`src/rtl/core/rwt_pkg.sv`:
```
// Shared types and constants of the retransmit window table.
package rwt_pkg;

  localparam int unsigned RWT_SLOTS       = 8;
  localparam int unsigned OPCODE_W        = 3;
  localparam int unsigned SLOT_W          = 3;
  localparam int unsigned ID_W            = 32;
  localparam int unsigned TYPE_W          = 5;
  localparam int unsigned TIME_W          = 32;
  localparam int unsigned WAKE_W          = 16;
  localparam int unsigned TIMEOUT_W       = 16;
  localparam logic [TIMEOUT_W-1:0] TIMEOUT_RST = 16'd2;
  localparam logic [WAKE_W-1:0]    WAKE_MAX    = 16'hFFFF;
  localparam logic [WAKE_W-1:0]    WAKE_MIN    = 16'd1;

  typedef enum logic [OPCODE_W-1:0] {
    OP_GET_FREE      = 3'd0,
    OP_MARK_RECV     = 3'd1,
    OP_MARK_SENT     = 3'd2,
    OP_DELETE        = 3'd3,
    OP_PURGE_ACK     = 3'd4,
    OP_SEND_PICK     = 3'd5,
    OP_SCHEDULE_NOW  = 3'd6,
    OP_GET_SEQUENCED = 3'd7
  } opcode_e;

  typedef enum logic [2:0] {
    ST_IDLE,
    ST_OPSCAN,
    ST_APPLY,
    ST_STSCAN,
    ST_RESP
  } state_e;

  // Commands from the controller to the datapath.
  typedef struct packed {
    logic start;
    logic op_scan;
    logic apply;
    logic st_scan;
    logic rd_en;
  } cmd_t;

endpackage

```
`src/rtl/core/rwt_req_if.sv`:
```
// Request channel: one table operation per transaction.
interface rwt_req_if
  import rwt_pkg::*;
();
  logic                valid;
  logic                ready;
  logic [OPCODE_W-1:0] opcode;
  logic [SLOT_W-1:0]   slot;
  logic [ID_W-1:0]     id_in;
  logic [TYPE_W-1:0]   type_in;
  logic                bump_sequence;
  logic [TIME_W-1:0]   now;

  modport source (
    output valid, opcode, slot, id_in, type_in, bump_sequence, now,
    input  ready
  );

  modport sink (
    input  valid, opcode, slot, id_in, type_in, bump_sequence, now,
    output ready
  );
endinterface

```
`src/rtl/core/rwt_rsp_if.sv`:
```
// Response channel: the result and table status of one operation.
interface rwt_rsp_if
  import rwt_pkg::*;
();
  logic              valid;
  logic              ready;
  logic              found;
  logic [SLOT_W-1:0] slot_out;
  logic [ID_W-1:0]   id_out;
  logic [TYPE_W-1:0] type_out;
  logic [WAKE_W-1:0] wake_seconds;
  logic              all_empty;
  logic              free_available;
  logic              send_ready;

  modport source (
    output valid, found, slot_out, id_out, type_out, wake_seconds, all_empty,
           free_available, send_ready,
    input  ready
  );

  modport sink (
    input  valid, found, slot_out, id_out, type_out, wake_seconds, all_empty,
           free_available, send_ready,
    output ready
  );
endinterface

```
`src/rtl/core/retransmit_window_table.sv`:
```
// Top level of the retransmit window table.
//
// Usage: one operation enters per transaction on req (opcode, slot, id_in,
// type_in, bump_sequence, now); exactly one transaction leaves on rsp with
// the operation's result and the table status after it. The user must write
// the retry timeout through cfg_we_i/cfg_data_i while no operation is in
// flight; the block itself does not enforce this.
//
// Timing: an operation scans the slot memory once for its search, performs
// the update in the APPLY state and scans it again for the status, one slot
// per cycle through the single read port of the slot memories. rsp.valid
// rises in the RESP state after the status scan, and the next request can
// be accepted in the cycle after the response is taken.
//
// Reset clears all active and armed flags and the sequence number and sets
// the retry timeout to 2; no clearing pass is needed. While rsp is stalled,
// the response is held unchanged and req.ready stays low.
module retransmit_window_table
  import rwt_pkg::*;
#(
  parameter int unsigned SLOTS = RWT_SLOTS
) (
  input  logic                 clk_i,
  input  logic                 rst_ni,
  rwt_req_if.sink              req,
  rwt_rsp_if.source            rsp,
  input  logic                 cfg_we_i,
  input  logic [TIMEOUT_W-1:0] cfg_data_i
);

  localparam int unsigned SW = (SLOTS > 1) ? $clog2(SLOTS) : 1;

  cmd_t          cmd;
  logic [SW-1:0] rd_addr;

  rwt_ctrl #(
    .SLOTS (SLOTS)
  ) u_ctrl (
    .clk_i       (clk_i),
    .rst_ni      (rst_ni),
    .req_valid_i (req.valid),
    .req_ready_o (req.ready),
    .rsp_valid_o (rsp.valid),
    .rsp_ready_i (rsp.ready),
    .cmd_o       (cmd),
    .rd_addr_o   (rd_addr)
  );

  rwt_dp #(
    .SLOTS (SLOTS)
  ) u_dp (
    .clk_i            (clk_i),
    .rst_ni           (rst_ni),
    .cmd_i            (cmd),
    .rd_addr_i        (rd_addr),
    .cfg_we_i         (cfg_we_i),
    .cfg_data_i       (cfg_data_i),
    .opcode_i         (req.opcode),
    .slot_i           (req.slot),
    .id_in_i          (req.id_in),
    .type_in_i        (req.type_in),
    .bump_sequence_i  (req.bump_sequence),
    .now_i            (req.now),
    .found_o          (rsp.found),
    .slot_out_o       (rsp.slot_out),
    .id_out_o         (rsp.id_out),
    .type_out_o       (rsp.type_out),
    .wake_seconds_o   (rsp.wake_seconds),
    .all_empty_o      (rsp.all_empty),
    .free_available_o (rsp.free_available),
    .send_ready_o     (rsp.send_ready)
  );

endmodule

```
`src/rtl/core/rwt_ctrl.sv`:
```
// Controller of the retransmit window table: sequencing of scans and update.
module rwt_ctrl
  import rwt_pkg::*;
#(
  parameter  int unsigned SLOTS = RWT_SLOTS,
  localparam int unsigned SW    = (SLOTS > 1) ? $clog2(SLOTS) : 1,
  localparam int unsigned CW    = $clog2(SLOTS + 1)
) (
  input  logic          clk_i,
  input  logic          rst_ni,
  input  logic          req_valid_i,
  output logic          req_ready_o,
  output logic          rsp_valid_o,
  input  logic          rsp_ready_i,
  output cmd_t          cmd_o,
  output logic [SW-1:0] rd_addr_o
);

  state_e        state_q, state_d;
  logic [CW-1:0] cnt_q, cnt_d;
  logic          scan_last;
  logic          in_scan;

  assign scan_last = (cnt_q == CW'(SLOTS));
  assign in_scan   = (state_q == ST_OPSCAN) || (state_q == ST_STSCAN);

  always_comb begin
    state_d = state_q;
    unique case (state_q)
      ST_IDLE: begin
        if (req_valid_i) state_d = ST_OPSCAN;
      end
      ST_OPSCAN: begin
        if (scan_last) state_d = ST_APPLY;
      end
      ST_APPLY: begin
        state_d = ST_STSCAN;
      end
      ST_STSCAN: begin
        if (scan_last) state_d = ST_RESP;
      end
      ST_RESP: begin
        if (rsp_ready_i) state_d = ST_IDLE;
      end
      default: begin
        state_d = ST_IDLE;
      end
    endcase
  end

  always_comb begin
    cmd_o         = '0;
    req_ready_o   = 1'b0;
    rsp_valid_o   = 1'b0;
    cmd_o.rd_en   = in_scan && !scan_last;
    unique case (state_q)
      ST_IDLE: begin
        req_ready_o = 1'b1;
        cmd_o.start = req_valid_i;
      end
      ST_OPSCAN: begin
        cmd_o.op_scan = 1'b1;
      end
      ST_APPLY: begin
        cmd_o.apply = 1'b1;
      end
      ST_STSCAN: begin
        cmd_o.st_scan = 1'b1;
      end
      ST_RESP: begin
        rsp_valid_o = 1'b1;
      end
      default: begin
        req_ready_o = 1'b0;
      end
    endcase
  end

  assign rd_addr_o = cnt_q[SW-1:0];

  // The read counter runs one past the last slot so the final read data is seen.
  always_comb begin
    cnt_d = cnt_q;
    if (!in_scan) begin
      cnt_d = '0;
    end else if (!scan_last) begin
      cnt_d = cnt_q + CW'(1);
    end
  end

  always_ff @(posedge clk_i or negedge rst_ni) begin
    if (!rst_ni) begin
      state_q <= ST_IDLE;
      cnt_q   <= '0;
    end else begin
      state_q <= state_d;
      cnt_q   <= cnt_d;
    end
  end

`ifndef NO_ASSERTIONS
  a_accept_starts_scan: assert property (@(posedge clk_i) disable iff (!rst_ni)
    (req_valid_i && req_ready_o) |=> (state_q == ST_OPSCAN && cnt_q == '0))
    else $error("accepted transaction did not start the operation scan");

  a_apply_then_status: assert property (@(posedge clk_i) disable iff (!rst_ni)
    (state_q == ST_APPLY) |=> (state_q == ST_STSCAN && cnt_q == '0))
    else $error("update was not followed by a fresh status scan");

  a_read_in_range: assert property (@(posedge clk_i) disable iff (!rst_ni)
    cmd_o.rd_en |-> (cnt_q < CW'(SLOTS)))
    else $error("table read beyond the last slot");

  a_no_overlap: assert property (@(posedge clk_i) disable iff (!rst_ni)
    rsp_valid_o |-> (!req_ready_o && !cmd_o.rd_en))
    else $error("new request or scan while a response is pending");
`endif

endmodule

```
`src/rtl/core/rwt_dp.sv`:
```
// Datapath of the retransmit window table: slot memories, flags and accumulators.
module rwt_dp
  import rwt_pkg::*;
#(
  parameter  int unsigned SLOTS = RWT_SLOTS,
  localparam int unsigned SW    = (SLOTS > 1) ? $clog2(SLOTS) : 1
) (
  input  logic                 clk_i,
  input  logic                 rst_ni,
  input  cmd_t                 cmd_i,
  input  logic [SW-1:0]        rd_addr_i,
  input  logic                 cfg_we_i,
  input  logic [TIMEOUT_W-1:0] cfg_data_i,
  input  logic [OPCODE_W-1:0]  opcode_i,
  input  logic [SLOT_W-1:0]    slot_i,
  input  logic [ID_W-1:0]      id_in_i,
  input  logic [TYPE_W-1:0]    type_in_i,
  input  logic                 bump_sequence_i,
  input  logic [TIME_W-1:0]    now_i,
  output logic                 found_o,
  output logic [SLOT_W-1:0]    slot_out_o,
  output logic [ID_W-1:0]      id_out_o,
  output logic [TYPE_W-1:0]    type_out_o,
  output logic [WAKE_W-1:0]    wake_seconds_o,
  output logic                 all_empty_o,
  output logic                 free_available_o,
  output logic                 send_ready_o
);

  // Captured request.
  opcode_e           op_q;
  logic [SLOT_W-1:0] slot_q;
  logic [ID_W-1:0]   id_in_q;
  logic [TYPE_W-1:0] type_in_q;
  logic              bump_q;
  logic [TIME_W-1:0] now_q;

  logic [TIMEOUT_W-1:0] timeout_q;
  logic [ID_W-1:0]      nseq_q;
  logic [SLOTS-1:0]     active_q;
  logic [SLOTS-1:0]     armed_q;

  logic [ID_W-1:0]   id_mem   [SLOTS];
  logic [TYPE_W-1:0] type_mem [SLOTS];
  logic [TIME_W-1:0] nt_mem   [SLOTS];

  logic [ID_W-1:0]   rd_id_q;
  logic [TYPE_W-1:0] rd_type_q;
  logic [TIME_W-1:0] rd_nt_q;
  logic [SW-1:0]     rd_idx_q;
  logic              rd_vld_q;

  // Operation scan accumulators.
  logic              acc_found_q;
  logic [SW-1:0]     acc_idx_q;
  logic [ID_W-1:0]   acc_id_q;
  logic [TYPE_W-1:0] acc_type_q;
  logic [ID_W-1:0]   sel_id_q;

  // Result and status registers.
  logic              found_q;
  logic [SLOT_W-1:0] slot_out_q;
  logic [ID_W-1:0]   id_out_q;
  logic [TYPE_W-1:0] type_out_q;
  logic [WAKE_W-1:0] wake_q;
  logic              empty_q;
  logic              free_q;
  logic              ready_q;

  logic [SW+2:0]     slot_ext;
  logic [SW+2:0]     idx_ext;
  logic [SW-1:0]     s_addr;
  logic              slot_ok;
  logic              cur_act;
  logic              cur_armed;
  logic              due;
  logic              take;
  logic              op_eval;
  logic              st_eval;
  logic [TIME_W-1:0] diff;
  logic [WAKE_W-1:0] w;
  logic              reports_slot;

  logic              wr_rec;
  logic              wr_nt;
  logic [SW-1:0]     wr_addr;
  logic [TIME_W-1:0] wr_nt_data;
  logic [ID_W-1:0]   wr_id_data;

  assign slot_ext = (SW + 3)'(slot_q);
  assign s_addr   = slot_ext[SW-1:0];
  assign slot_ok  = (slot_ext < (SW + 3)'(SLOTS));
  assign idx_ext  = (SW + 3)'(acc_idx_q);

  assign cur_act   = active_q[rd_idx_q];
  assign cur_armed = armed_q[rd_idx_q];
  assign due       = (now_q >= rd_nt_q);
  assign op_eval   = cmd_i.op_scan && rd_vld_q;
  assign st_eval   = cmd_i.st_scan && rd_vld_q;

  // Time left until the slot is due, at least one and saturated to the field.
  assign diff = rd_nt_q - now_q;
  always_comb begin
    if (due) begin
      w = WAKE_MIN;
    end else if (|diff[TIME_W-1:WAKE_W]) begin
      w = WAKE_MAX;
    end else begin
      w = diff[WAKE_W-1:0];
    end
  end

  always_comb begin
    case (op_q)
      OP_GET_FREE:      take = !acc_found_q && !cur_act;
      OP_PURGE_ACK:     take = !acc_found_q && cur_act && (rd_id_q == id_in_q);
      OP_GET_SEQUENCED: take = !acc_found_q && cur_act && (rd_id_q == nseq_q);
      OP_SEND_PICK:     take = cur_act && due && (!acc_found_q || rd_id_q < acc_id_q);
      default:          take = 1'b0;
    endcase
  end

  assign reports_slot = (op_q == OP_GET_FREE) || (op_q == OP_SEND_PICK) ||
                        (op_q == OP_GET_SEQUENCED);

  // One write port shared by the mark update, the pick re-arm and schedule-now.
  always_comb begin
    wr_rec     = 1'b0;
    wr_nt      = 1'b0;
    wr_addr    = s_addr;
    wr_nt_data = '0;
    wr_id_data = (op_q == OP_MARK_SENT) ? nseq_q : id_in_q;
    if (op_eval && op_q == OP_SCHEDULE_NOW && cur_act) begin
      wr_nt      = 1'b1;
      wr_addr    = rd_idx_q;
      wr_nt_data = now_q;
    end else if (cmd_i.apply && slot_ok &&
                 (op_q == OP_MARK_RECV || op_q == OP_MARK_SENT)) begin
      wr_rec = 1'b1;
      wr_nt  = 1'b1;
    end else if (cmd_i.apply && op_q == OP_SEND_PICK && acc_found_q) begin
      wr_nt      = 1'b1;
      wr_addr    = acc_idx_q;
      wr_nt_data = now_q + TIME_W'(timeout_q);
    end
  end

  always_ff @(posedge clk_i) begin
    if (wr_rec) begin
      id_mem[wr_addr]   <= wr_id_data;
      type_mem[wr_addr] <= type_in_q;
    end
    if (wr_nt) begin
      nt_mem[wr_addr] <= wr_nt_data;
    end
    if (cmd_i.rd_en) begin
      rd_id_q   <= id_mem[rd_addr_i];
      rd_type_q <= type_mem[rd_addr_i];
      rd_nt_q   <= nt_mem[rd_addr_i];
    end
  end

  always_ff @(posedge clk_i or negedge rst_ni) begin
    if (!rst_ni) begin
      rd_vld_q  <= 1'b0;
      rd_idx_q  <= '0;
      timeout_q <= TIMEOUT_RST;
      nseq_q    <= '0;
      active_q  <= '0;
      armed_q   <= '0;
    end else begin
      rd_vld_q <= cmd_i.rd_en;
      rd_idx_q <= rd_addr_i;
      if (cfg_we_i) begin
        timeout_q <= cfg_data_i;
      end
      if (cmd_i.apply) begin
        case (op_q)
          OP_MARK_RECV: begin
            if (slot_ok) begin
              active_q[s_addr] <= (id_in_q >= nseq_q);
              armed_q[s_addr]  <= 1'b0;
            end
          end
          OP_MARK_SENT: begin
            if (slot_ok) begin
              active_q[s_addr] <= 1'b1;
              armed_q[s_addr]  <= 1'b0;
              nseq_q           <= nseq_q + ID_W'(1);
            end
          end
          OP_DELETE: begin
            if (slot_ok) begin
              active_q[s_addr] <= 1'b0;
              if (bump_q) nseq_q <= sel_id_q + ID_W'(1);
            end
          end
          OP_PURGE_ACK: begin
            if (acc_found_q) active_q[acc_idx_q] <= 1'b0;
          end
          OP_SEND_PICK: begin
            if (acc_found_q) armed_q[acc_idx_q] <= 1'b1;
          end
          OP_SCHEDULE_NOW: begin
            armed_q <= armed_q | active_q;
          end
          default: begin
            armed_q <= armed_q;
          end
        endcase
      end
    end
  end

  always_ff @(posedge clk_i) begin
    if (cmd_i.start) begin
      op_q        <= opcode_e'(opcode_i);
      slot_q      <= slot_i;
      id_in_q     <= id_in_i;
      type_in_q   <= type_in_i;
      bump_q      <= bump_sequence_i;
      now_q       <= now_i;
      acc_found_q <= 1'b0;
      empty_q     <= 1'b1;
      free_q      <= 1'b0;
      ready_q     <= 1'b0;
      wake_q      <= '0;
    end
    if (op_eval) begin
      if (take) begin
        acc_found_q <= 1'b1;
        acc_idx_q   <= rd_idx_q;
        acc_id_q    <= rd_id_q;
        acc_type_q  <= rd_type_q;
      end
      if (rd_idx_q == s_addr) begin
        sel_id_q <= rd_id_q;
      end
    end
    if (cmd_i.apply) begin
      found_q    <= reports_slot && acc_found_q;
      slot_out_q <= (reports_slot && acc_found_q) ? idx_ext[SLOT_W-1:0] : '0;
      if (acc_found_q && (op_q == OP_SEND_PICK || op_q == OP_GET_SEQUENCED)) begin
        id_out_q   <= acc_id_q;
        type_out_q <= acc_type_q;
      end else if (op_q == OP_MARK_SENT && slot_ok) begin
        id_out_q   <= nseq_q;
        type_out_q <= '0;
      end else begin
        id_out_q   <= '0;
        type_out_q <= '0;
      end
    end
    if (st_eval) begin
      if (!cur_act) begin
        free_q <= 1'b1;
      end else begin
        empty_q <= 1'b0;
        if (due) ready_q <= 1'b1;
        if (cur_armed && (wake_q == '0 || w < wake_q)) wake_q <= w;
      end
    end
  end

  assign found_o          = found_q;
  assign slot_out_o       = slot_out_q;
  assign id_out_o         = id_out_q;
  assign type_out_o       = type_out_q;
  assign wake_seconds_o   = wake_q;
  assign all_empty_o      = empty_q;
  assign free_available_o = free_q;
  assign send_ready_o     = ready_q;

endmodule

```
`src/flat_wrapper.sv`:
```
// flat-port wrapper written by rule: the top's interface ports become plain ports
module retransmit_window_table_flat import rwt_pkg::*;
#(
  parameter int unsigned SLOTS = RWT_SLOTS
)
  (clk_i, rst_ni, cfg_we_i, cfg_data_i, req_valid, req_opcode, req_slot, req_id_in, req_type_in, req_bump_sequence, req_now, req_ready, rsp_valid, rsp_found, rsp_slot_out, rsp_id_out, rsp_type_out, rsp_wake_seconds, rsp_all_empty, rsp_free_available, rsp_send_ready, rsp_ready);
  rwt_req_if req_i ();
  rwt_rsp_if rsp_i ();
  input  logic clk_i;
  input  logic rst_ni;
  input  logic cfg_we_i;
  input  logic [TIMEOUT_W-1:0] cfg_data_i;
  input wire logic [$bits(req_i.valid)-1:0] req_valid;
  input wire logic [$bits(req_i.opcode)-1:0] req_opcode;
  input wire logic [$bits(req_i.slot)-1:0] req_slot;
  input wire logic [$bits(req_i.id_in)-1:0] req_id_in;
  input wire logic [$bits(req_i.type_in)-1:0] req_type_in;
  input wire logic [$bits(req_i.bump_sequence)-1:0] req_bump_sequence;
  input wire logic [$bits(req_i.now)-1:0] req_now;
  output wire logic [$bits(req_i.ready)-1:0] req_ready;
  output wire logic [$bits(rsp_i.valid)-1:0] rsp_valid;
  output wire logic [$bits(rsp_i.found)-1:0] rsp_found;
  output wire logic [$bits(rsp_i.slot_out)-1:0] rsp_slot_out;
  output wire logic [$bits(rsp_i.id_out)-1:0] rsp_id_out;
  output wire logic [$bits(rsp_i.type_out)-1:0] rsp_type_out;
  output wire logic [$bits(rsp_i.wake_seconds)-1:0] rsp_wake_seconds;
  output wire logic [$bits(rsp_i.all_empty)-1:0] rsp_all_empty;
  output wire logic [$bits(rsp_i.free_available)-1:0] rsp_free_available;
  output wire logic [$bits(rsp_i.send_ready)-1:0] rsp_send_ready;
  input wire logic [$bits(rsp_i.ready)-1:0] rsp_ready;
  assign req_i.valid = req_valid;
  assign req_i.opcode = req_opcode;
  assign req_i.slot = req_slot;
  assign req_i.id_in = req_id_in;
  assign req_i.type_in = req_type_in;
  assign req_i.bump_sequence = req_bump_sequence;
  assign req_i.now = req_now;
  assign req_ready = req_i.ready;
  assign rsp_valid = rsp_i.valid;
  assign rsp_found = rsp_i.found;
  assign rsp_slot_out = rsp_i.slot_out;
  assign rsp_id_out = rsp_i.id_out;
  assign rsp_type_out = rsp_i.type_out;
  assign rsp_wake_seconds = rsp_i.wake_seconds;
  assign rsp_all_empty = rsp_i.all_empty;
  assign rsp_free_available = rsp_i.free_available;
  assign rsp_send_ready = rsp_i.send_ready;
  assign rsp_i.ready = rsp_ready;
  retransmit_window_table #(.SLOTS(SLOTS)) u_core (.clk_i(clk_i), .rst_ni(rst_ni), .req(req_i), .rsp(rsp_i), .cfg_we_i(cfg_we_i), .cfg_data_i(cfg_data_i));
endmodule
```
`config.mk`:
```
export PLATFORM = sky130hd
export DESIGN_NAME = retransmit_window_table_flat
export DESIGN_NICKNAME = d
export VERILOG_FILES = /design/src/rtl/core/rwt_pkg.sv /design/src/rtl/core/rwt_req_if.sv /design/src/rtl/core/rwt_rsp_if.sv /design/src/rtl/core/retransmit_window_table.sv /design/src/rtl/core/rwt_ctrl.sv /design/src/rtl/core/rwt_dp.sv /design/src/flat_wrapper.sv
export SDC_FILE = /design/constraint.sdc
export NUM_CORES = 1
export LEC_CHECK = 0
export ABC_AREA = 1
export BUFFER_PORTS_ARGS = -buffer_cell sky130_fd_sc_hd__buf_2
export CAP_MARGIN = 20
export CORE_MARGIN = 5
export CORE_UTILIZATION = 36
export DETAILED_ROUTE_END_ITERATION = 8
export REMOVE_ABC_BUFFERS = 1
export SYNTH_ARGS = -nofsm -noshare
export SYNTH_HDL_FRONTEND = slang
export SYNTH_SLANG_ARGS = --single-unit
```
`constraint.sdc`:
```
create_clock -name clk_i -period 6.9 [get_ports clk_i]
set_input_delay 0.345 -clock clk_i [delete_from_list [all_inputs] [get_ports clk_i]]
set_output_delay 0.345 -clock clk_i [all_outputs]
set_load 0.01 [all_outputs]
```
Word-level counts from Yosys, hierarchy flattened. Memories as Yosys holds them, arrays and structs flattened. A register that Yosys moved wholly into a read port is not among the register bits. Index checks and enable logic that the tools add are counted.

Latch bits: 0. Bits in writable memories: 552. Logic and storage cells: 197. Bits in read-only memories: 0. Memories: 3. Bits in registers: 284. Output and inout bits: 62. Input bits: 97.

Memories: u_core.u_dp.id_mem (words 8, bits a word 32, rd ports 1, clocked after Yosys merged registers in 1, write ports 1, RTL line rwt_dp.sv:43) `logic [ID_W-1:0] id_mem [SLOTS];`; u_core.u_dp.nt_mem (words 8, bits a word 32, rd ports 1, clocked after Yosys merged registers in 1, write ports 1, RTL line rwt_dp.sv:45) `logic [TIME_W-1:0] nt_mem [SLOTS];`; u_core.u_dp.type_mem (words 8, bits a word 5, rd ports 1, clocked after Yosys merged registers in 1, write ports 1, RTL line rwt_dp.sv:44) `logic [TYPE_W-1:0] type_mem [SLOTS];`.

Div/mod/pow operators: 0. Add/subtract/negate cells: 5. Multiply operators: 0. Reduce and logical (&&, ||, !) cells: 45. Magnitude comparators: 10. Shift-type cells: 0. Mux-type cells: 72. Bitwise operators: 8. Eq/ne operators: 27.

Operators by type and width (count): 32-bit 2-to-1 mux (9); 16-bit 2-to-1 mux (6); 32-bit by 1-bit adder with 32-bit output, second input constant (2); 32-bit equality test (2); 32-bit greater-or-equal comparator (2); 32-bit case mux with 2 select lines (1); 8-bit 2-to-1 mux (6); 32-bit by 16-bit adder with 32-bit output (1); 32-bit < comparator (1); 1-bit 2-to-1 mux (32); 8-bit case mux with 4 select lines (1); 32-bit subtractor (1); 8-bit bitwise AND (3); 8-bit bitwise OR (3); 8-bit case mux with 3 select lines (1); 2-bit inequality test, second input constant (11); 1-bit logical AND (21); 3-bit 2-to-1 mux (7); 16-bit logical NOT (1); 16-bit < comparator (1); 3-bit by 4-bit < comparator with 1-bit output, second input constant (4); 8-bit inverter (2); 16-bit OR reduction (1); 3-bit equality test, second input constant (5); other kinds (24) (43).

Logic depth before layout (Yosys ltp).
Word-level depth: 10. Depth in mapped cells: 36. Depth with buffers taken out: 35.

Hierarchy. Synthesis repeated with hierarchy kept, for this count alone.

Cells, all modules: 4014. Area, all modules: 41947.7 um^2.

Modules (own cells, without submodules): rwt_dp (sequential area each 26426.6 um^2, area an instance 41483.5 um^2, cells an instance 3957, instances 1); rwt_ctrl (sequential area each 175.2 um^2, area an instance 464.2 um^2, cells an instance 57, instances 1).

Worst setup path after synthesis. Ideal clock, no wire load.

Path type: register to register. From: reg u_core.u_ctrl.state_q[0]. To: mem u_core.u_dp.id_mem[0][0], enable pin. Slack: 0.986 ns. Path buffers: 0. Stages on the path, launching flop included: 12. Period minus slack after synthesis: 5.914 ns. Required time: 6.469 ns. Library setup time: 0.431 ns. Arrival: 5.483 ns. Cells stage by stage: dfrtp_1 nor2_1 inv_1 nor2_1 nand2_1 inv_1 nor2_1 inv_1 o221ai_1 nor2_1 nand2_1 nor2_1.

Longest elaborated chain between the ends: 8. Elaborated cells on any way between the ends: 18. Those cells by class: eq/ne: 2; mux: 9; reduce/logical: 7.

Ends and longest elaborated chain: start, declared (RTL line rwt_ctrl.sv:19) `state_e state_q, state_d;`; start signal, assigned (RTL line rwt_ctrl.sv:96) `state_q <= state_d;`; 3-bit by 2-bit equality test with 1-bit output or 3-bit by 1-bit equality test with 1-bit output (tied branches) (RTL line rwt_ctrl.sv:56) `unique case (state_q)`; 1-bit 2-to-1 mux (RTL line rwt_ctrl.sv:56); 1-bit logical AND (on tied branches) (RTL line rwt_dp.sv:137, rwt_dp.sv:98); 1-bit logical AND (on tied branches) (RTL line rwt_dp.sv:137, rwt_dp.sv:133); 1-bit 2-to-1 mux or 1-bit logical AND (tied branches) (RTL line rwt_dp.sv:137, rwt_dp.sv:133); 1-bit 2-to-1 mux (RTL line rwt_dp.sv:133) `if (op_eval && op_q == OP_SCHEDULE_NOW && cur_act) begin`; 1-bit 2-to-1 mux (RTL line rwt_dp.sv:149) `if (wr_rec) begin`; 1-bit 2-to-1 mux (not written as such) (RTL line rwt_dp.sv:150) `id_mem[wr_addr] <= wr_id_data;`; end, declared (RTL line rwt_dp.sv:43).

Parallel ways exist; a longest one is shown, timed or not.

Worst setup path after layout.
From: reg u_core.u_dp.now_q[0]. To: reg u_core.u_dp.wake_q[15], in the netlist u_core.u_dp.wake_seconds_o[15].

Longest elaborated chain between the ends: 10. Elaborated cells on any way between the ends: 11. Those cells by class: add/sub: 1; order compare: 2; mux: 5; reduce/logical: 3.

Ends and longest elaborated chain: start, declared (RTL line rwt_dp.sv:36) `logic [TIME_W-1:0] now_q;`; start signal, assigned (RTL line rwt_dp.sv:222) `now_q <= now_i;`; 32-bit subtractor (RTL line rwt_dp.sv:102) `assign diff = rd_nt_q - now_q;`; 16-bit OR reduction (RTL line rwt_dp.sv:106) `end else if (|diff[TIME_W-1:WAKE_W]) begin`; 16-bit 2-to-1 mux (RTL line rwt_dp.sv:106); 16-bit 2-to-1 mux * (RTL line rwt_dp.sv:104) `if (due) begin`; 16-bit < comparator (RTL line rwt_dp.sv:260) `if (cur_armed && (wake_q == '0 || w < wake_q)) wake_q <= w;`; 1-bit logical OR (RTL line rwt_dp.sv:260); 1-bit logical AND (RTL line rwt_dp.sv:260); 16-bit 2-to-1 mux * (RTL line rwt_dp.sv:260); 16-bit 2-to-1 mux * (RTL line rwt_dp.sv:255) `if (!cur_act) begin`; 16-bit 2-to-1 mux * (RTL line rwt_dp.sv:254) `if (st_eval) begin`; end signal, assigned (RTL line rwt_dp.sv:260); end, declared (RTL line rwt_dp.sv:65) `logic [WAKE_W-1:0] wake_q;`.

Every way passes the cells marked *; elsewhere a longest branch is shown, timed or not. A chain may end at the register's enable or synchronous reset.

==> flow_metrics.py <==
metrics = {
    "cells_and_area": {
        "final_nets": 4488,
        "drive_gt1_share_pct": 10.6,
        "finish.instance_area_mm2": 0.0488,
        "multi_input_area_mm2": 0.0131,
        "nFillCells": 10926,
        "regArea_mm2": 0.0266,
        "area_delta_synth_final_pct": 16.8,
    },
    "sta": {
        "rsz0062_at_grt": "false",
        "drv_slew": 0,
        "post-route-period-util_pct": 72.0,
        "setup_viol": 0,
        "worst_slack_ns": 1.93,
        "fin_crit_ns": 4.97,
        "max_freq_mhz": 201,
        "hold-worst-slack_ns": 0.205,
        "slew_headroom_pct": 22.3,
        "hold_viol_final": 0,
        "skew_ns": 0.0668,
        "worst_pin_slew_ns": 1.15,
    },
    "setup_path": {
        "critPathMaxStageDelay_ns": 0.47,
        "worstSetupPathType": "register to register",
        "worstPathArrival_ns": 5.51,
        "crit_top_cell": "nand2_1",
        "start_kind": "register",
        "end_kind": "register",
        "crit_slowest_cell": "fa_1",
        "crit_required_ns": 7.45,
        "rrSetupSlack_ns": 1.93,
        "cp_max_fo": 17,
    },
    "route": {
        "drt_iter0_markers": 2734,
        "route.detailed.wl_per_inst_um": 20.3,
        "drt-vias-per-instance": 5.13,
        "drt_pass1_iterations": 6,
        "routed_wl_mm": 119,
        "drc_errors": 0,
        "vias": 30099,
        "ant_nets": 0,
    },
    "grt": {
        "grt_pass1_vias": 29040,
        "grt_usage_pct": 19.0,
        "grt_overflow_total": 0,
        "grt_max_degree": 233,
        "antenna_found_initial": 6,
        "grt_pass1_wl_mm": 179,
    },
    "synthesis": {
        "yosysWarnings": 0,
        "syn_avg_cell_area_um2": 10.5,
        "synth_edf_count": 810,
        "synth-async-reset-ratio_pct": 8.29,
        "synth_area_mm2": 0.0418,
        "ys_top_cells_by_area": "edfxtp_1 (58%), o21ai_0 (6.0%), nor2_1 (5.7%)",
        "ys_ff_latch": 905,
        "yosysSeqAreaShare_pct": 63.7,
        "ys_types": 64,
        "synth_flop_cell": "edfxtp_1",
        "synth.largest_area_cell": "edfxtp_1",
        "postSynthCellCount": 3994,
        "synth_top_area_share_pct": 58.2,
        "synth.most_common_cell": "edfxtp_1",
        "synth_commonest_cells": "edfxtp_1 (810), nor2_1 (639), nand2_1 (622)",
    },
    "clocking": {
        "cts_root_buffer": "clkbuf_16",
        "cts_setup_buffers": 0,
        "clock-sinks": 905,
        "path_clk_slew_ns": 0.06,
        "cts_buffers": 95,
        "cts_resized": 0,
        "cts_buffer_depth": 3,
        "cts_tree": "done",
        "cts_hold_buf": 94,
        "clock_latency_ns": 0.70,
        "htree_levels": 3,
    },
    "die": {
        "die_h_um": 351,
        "dieArea_mm2": 0.123,
        "row_count": 125,
        "start_util_pct": 36.1,
        "die_w_um": 351,
        "core_mm2": 0.116,
        "io_pins": 159,
    },
    "pwr": {
        "power.total_uw": 19200,
        "cellPowerDensity_mw_per_mm2": 393,
        "leakagePower_uw": 0.0193,
        "peakVddDrop_v": 0.000218,
    },
    "run_status": {
        "status": "completed",
    },
    "placed_design": {
        "portBuffers": 158,
        "hpwl_mm": 79.2,
        "pre_cts_ws_ns": 2.09,
        "placed_cell_area_mm2": 0.0445,
        "place_congestion": 0.996,
    },
    "min_path": {
        "hold_path.class": "input port to asynchronous set/reset pin",
    },
    "job": {
        "max_cap_viol_count": 0,
    },
}
[area by class of cell]
class	count	share of cell area (%)
Multi-Input combinational cell	2511	26.9
Inverter	424	3.29
Antenna cell	1	0.00513
Tap cell	1524	3.91
Timing Repair Buffer	319	4.68
Clock buffer	112	5.04
Clock inverter	67	1.66
Sequential cell	905	54.5
[critical path, delay by kind of cell (launching register included)]
family	cells	cell delay, ns
AOI/OAI and AO/OA	3	0.68
adders and majority gates	3	1.03
buffers and inverters	4	0.38
DFF	1	0.42
and+or+nand+nor	19	2.37
[state kept, by name, summed over array words and instances (netlist names), 4 cells and up, named ones only]
name                        count
u_core.u_dp.sel_id_q           32
u_core.u_dp.id_mem            256
u_core.u_dp.nseq_q             32
u_core.u_dp.id_in_q            32
u_core.u_dp.now_q              32
u_core.u_dp.acc_id_q           32
u_core.u_dp.nt_mem            256
u_core.u_dp.rd_nt_q            32
u_core.u_dp.acc_type_q          5
u_core.u_ctrl.cnt_q             4
u_core.u_dp.rd_type_q           5
u_core.u_dp.rd_id_q            32
u_core.u_dp.armed_q             8
u_core.u_dp.id_out_o           32
u_core.u_dp.type_mem           40
u_core.u_dp.type_out_o          5
u_core.u_dp.type_in_q           5
u_core.u_dp.wake_seconds_o     16
u_core.u_dp.timeout_q          16
[cell families after synthesis]
| logic type | count (synthesis) | share of synthesized area (%) |
|---|---|---|
| buffers and inverters | 578 | 5.31 |
| muxes | 17 | 0.455 |
| xor gates and xnor gates | 62 | 1.30 |
| AOI/OAI and AO/OA | 843 | 11.1 |
| DFF | 905 | 63.7 |
| and+or+nand+nor | 1454 | 14.1 |
| adders and majority gates | 135 | 4.08 |
[metal layers]
layer,share of wire (%),vias to the layer above,global-route usage [%],routed length [um]
li1,-,14353,-,-
met1,44,14447,27.0,52900
met2,43,1105,28.6,51600
met3,8.6,188,4.38,10200
met4,3.5,6,7.14,4130
met5,0.029,-,0,34
[metrics by stage]
step	utilization (%)	setup TNS (ns)	instances
after floorplan	-	-816.28	3840
after global placement	38.4	0	5577
after detailed placement	38.4	0	5581
after CTS	42.1	0	5854
after global routing	42.2	0	5862
final	42.2	0	5863
[where the power goes]
part	internal, uW	total [uW]	switching (uW)
sequential	6950	7570	624
clock	3110	5340	2230
combinational	1920	6260	4340
[cell usage in the layout (no fill, tap or decap), drive strengths merged, types with 7 or more instances in the layout]
master       instances
dfrtp               74
bufinv              14
buf                218
a211oi               8
o211ai               9
nand2              629
mux2                16
nor3                30
dfxtp               20
nor4                18
inv                427
o22ai              102
and2                 7
dlygate4sd3         94
xnor2               22
edfxtp             810
o21ai              517
nand3               90
ha                 133
a31oi               76
clkbuf             119
xor2                40
clkinv              44
nand4               22
a21oi               99
nor2               650
[worst paths after layout]
path | from | to | depth (start not counted)
min reg2reg | u_core.u_dp.rd_type_q[4] | u_core.u_dp.acc_type_q[4] | 0
max | u_core.u_dp.now_q[0] | u_core.u_dp.wake_seconds_o[15] | 29
min | rst_ni | u_core.u_dp.nseq_q[1] | 2
min in group clk_i | req_valid | u_core.u_ctrl.state_q[0] | 3
max in group asynchronous | rst_ni | u_core.u_dp.timeout_q[12] | 3
max reg2reg | u_core.u_dp.now_q[0] | u_core.u_dp.wake_seconds_o[15] | 29
No activity file was read; power rests on OpenSTA's default activity.
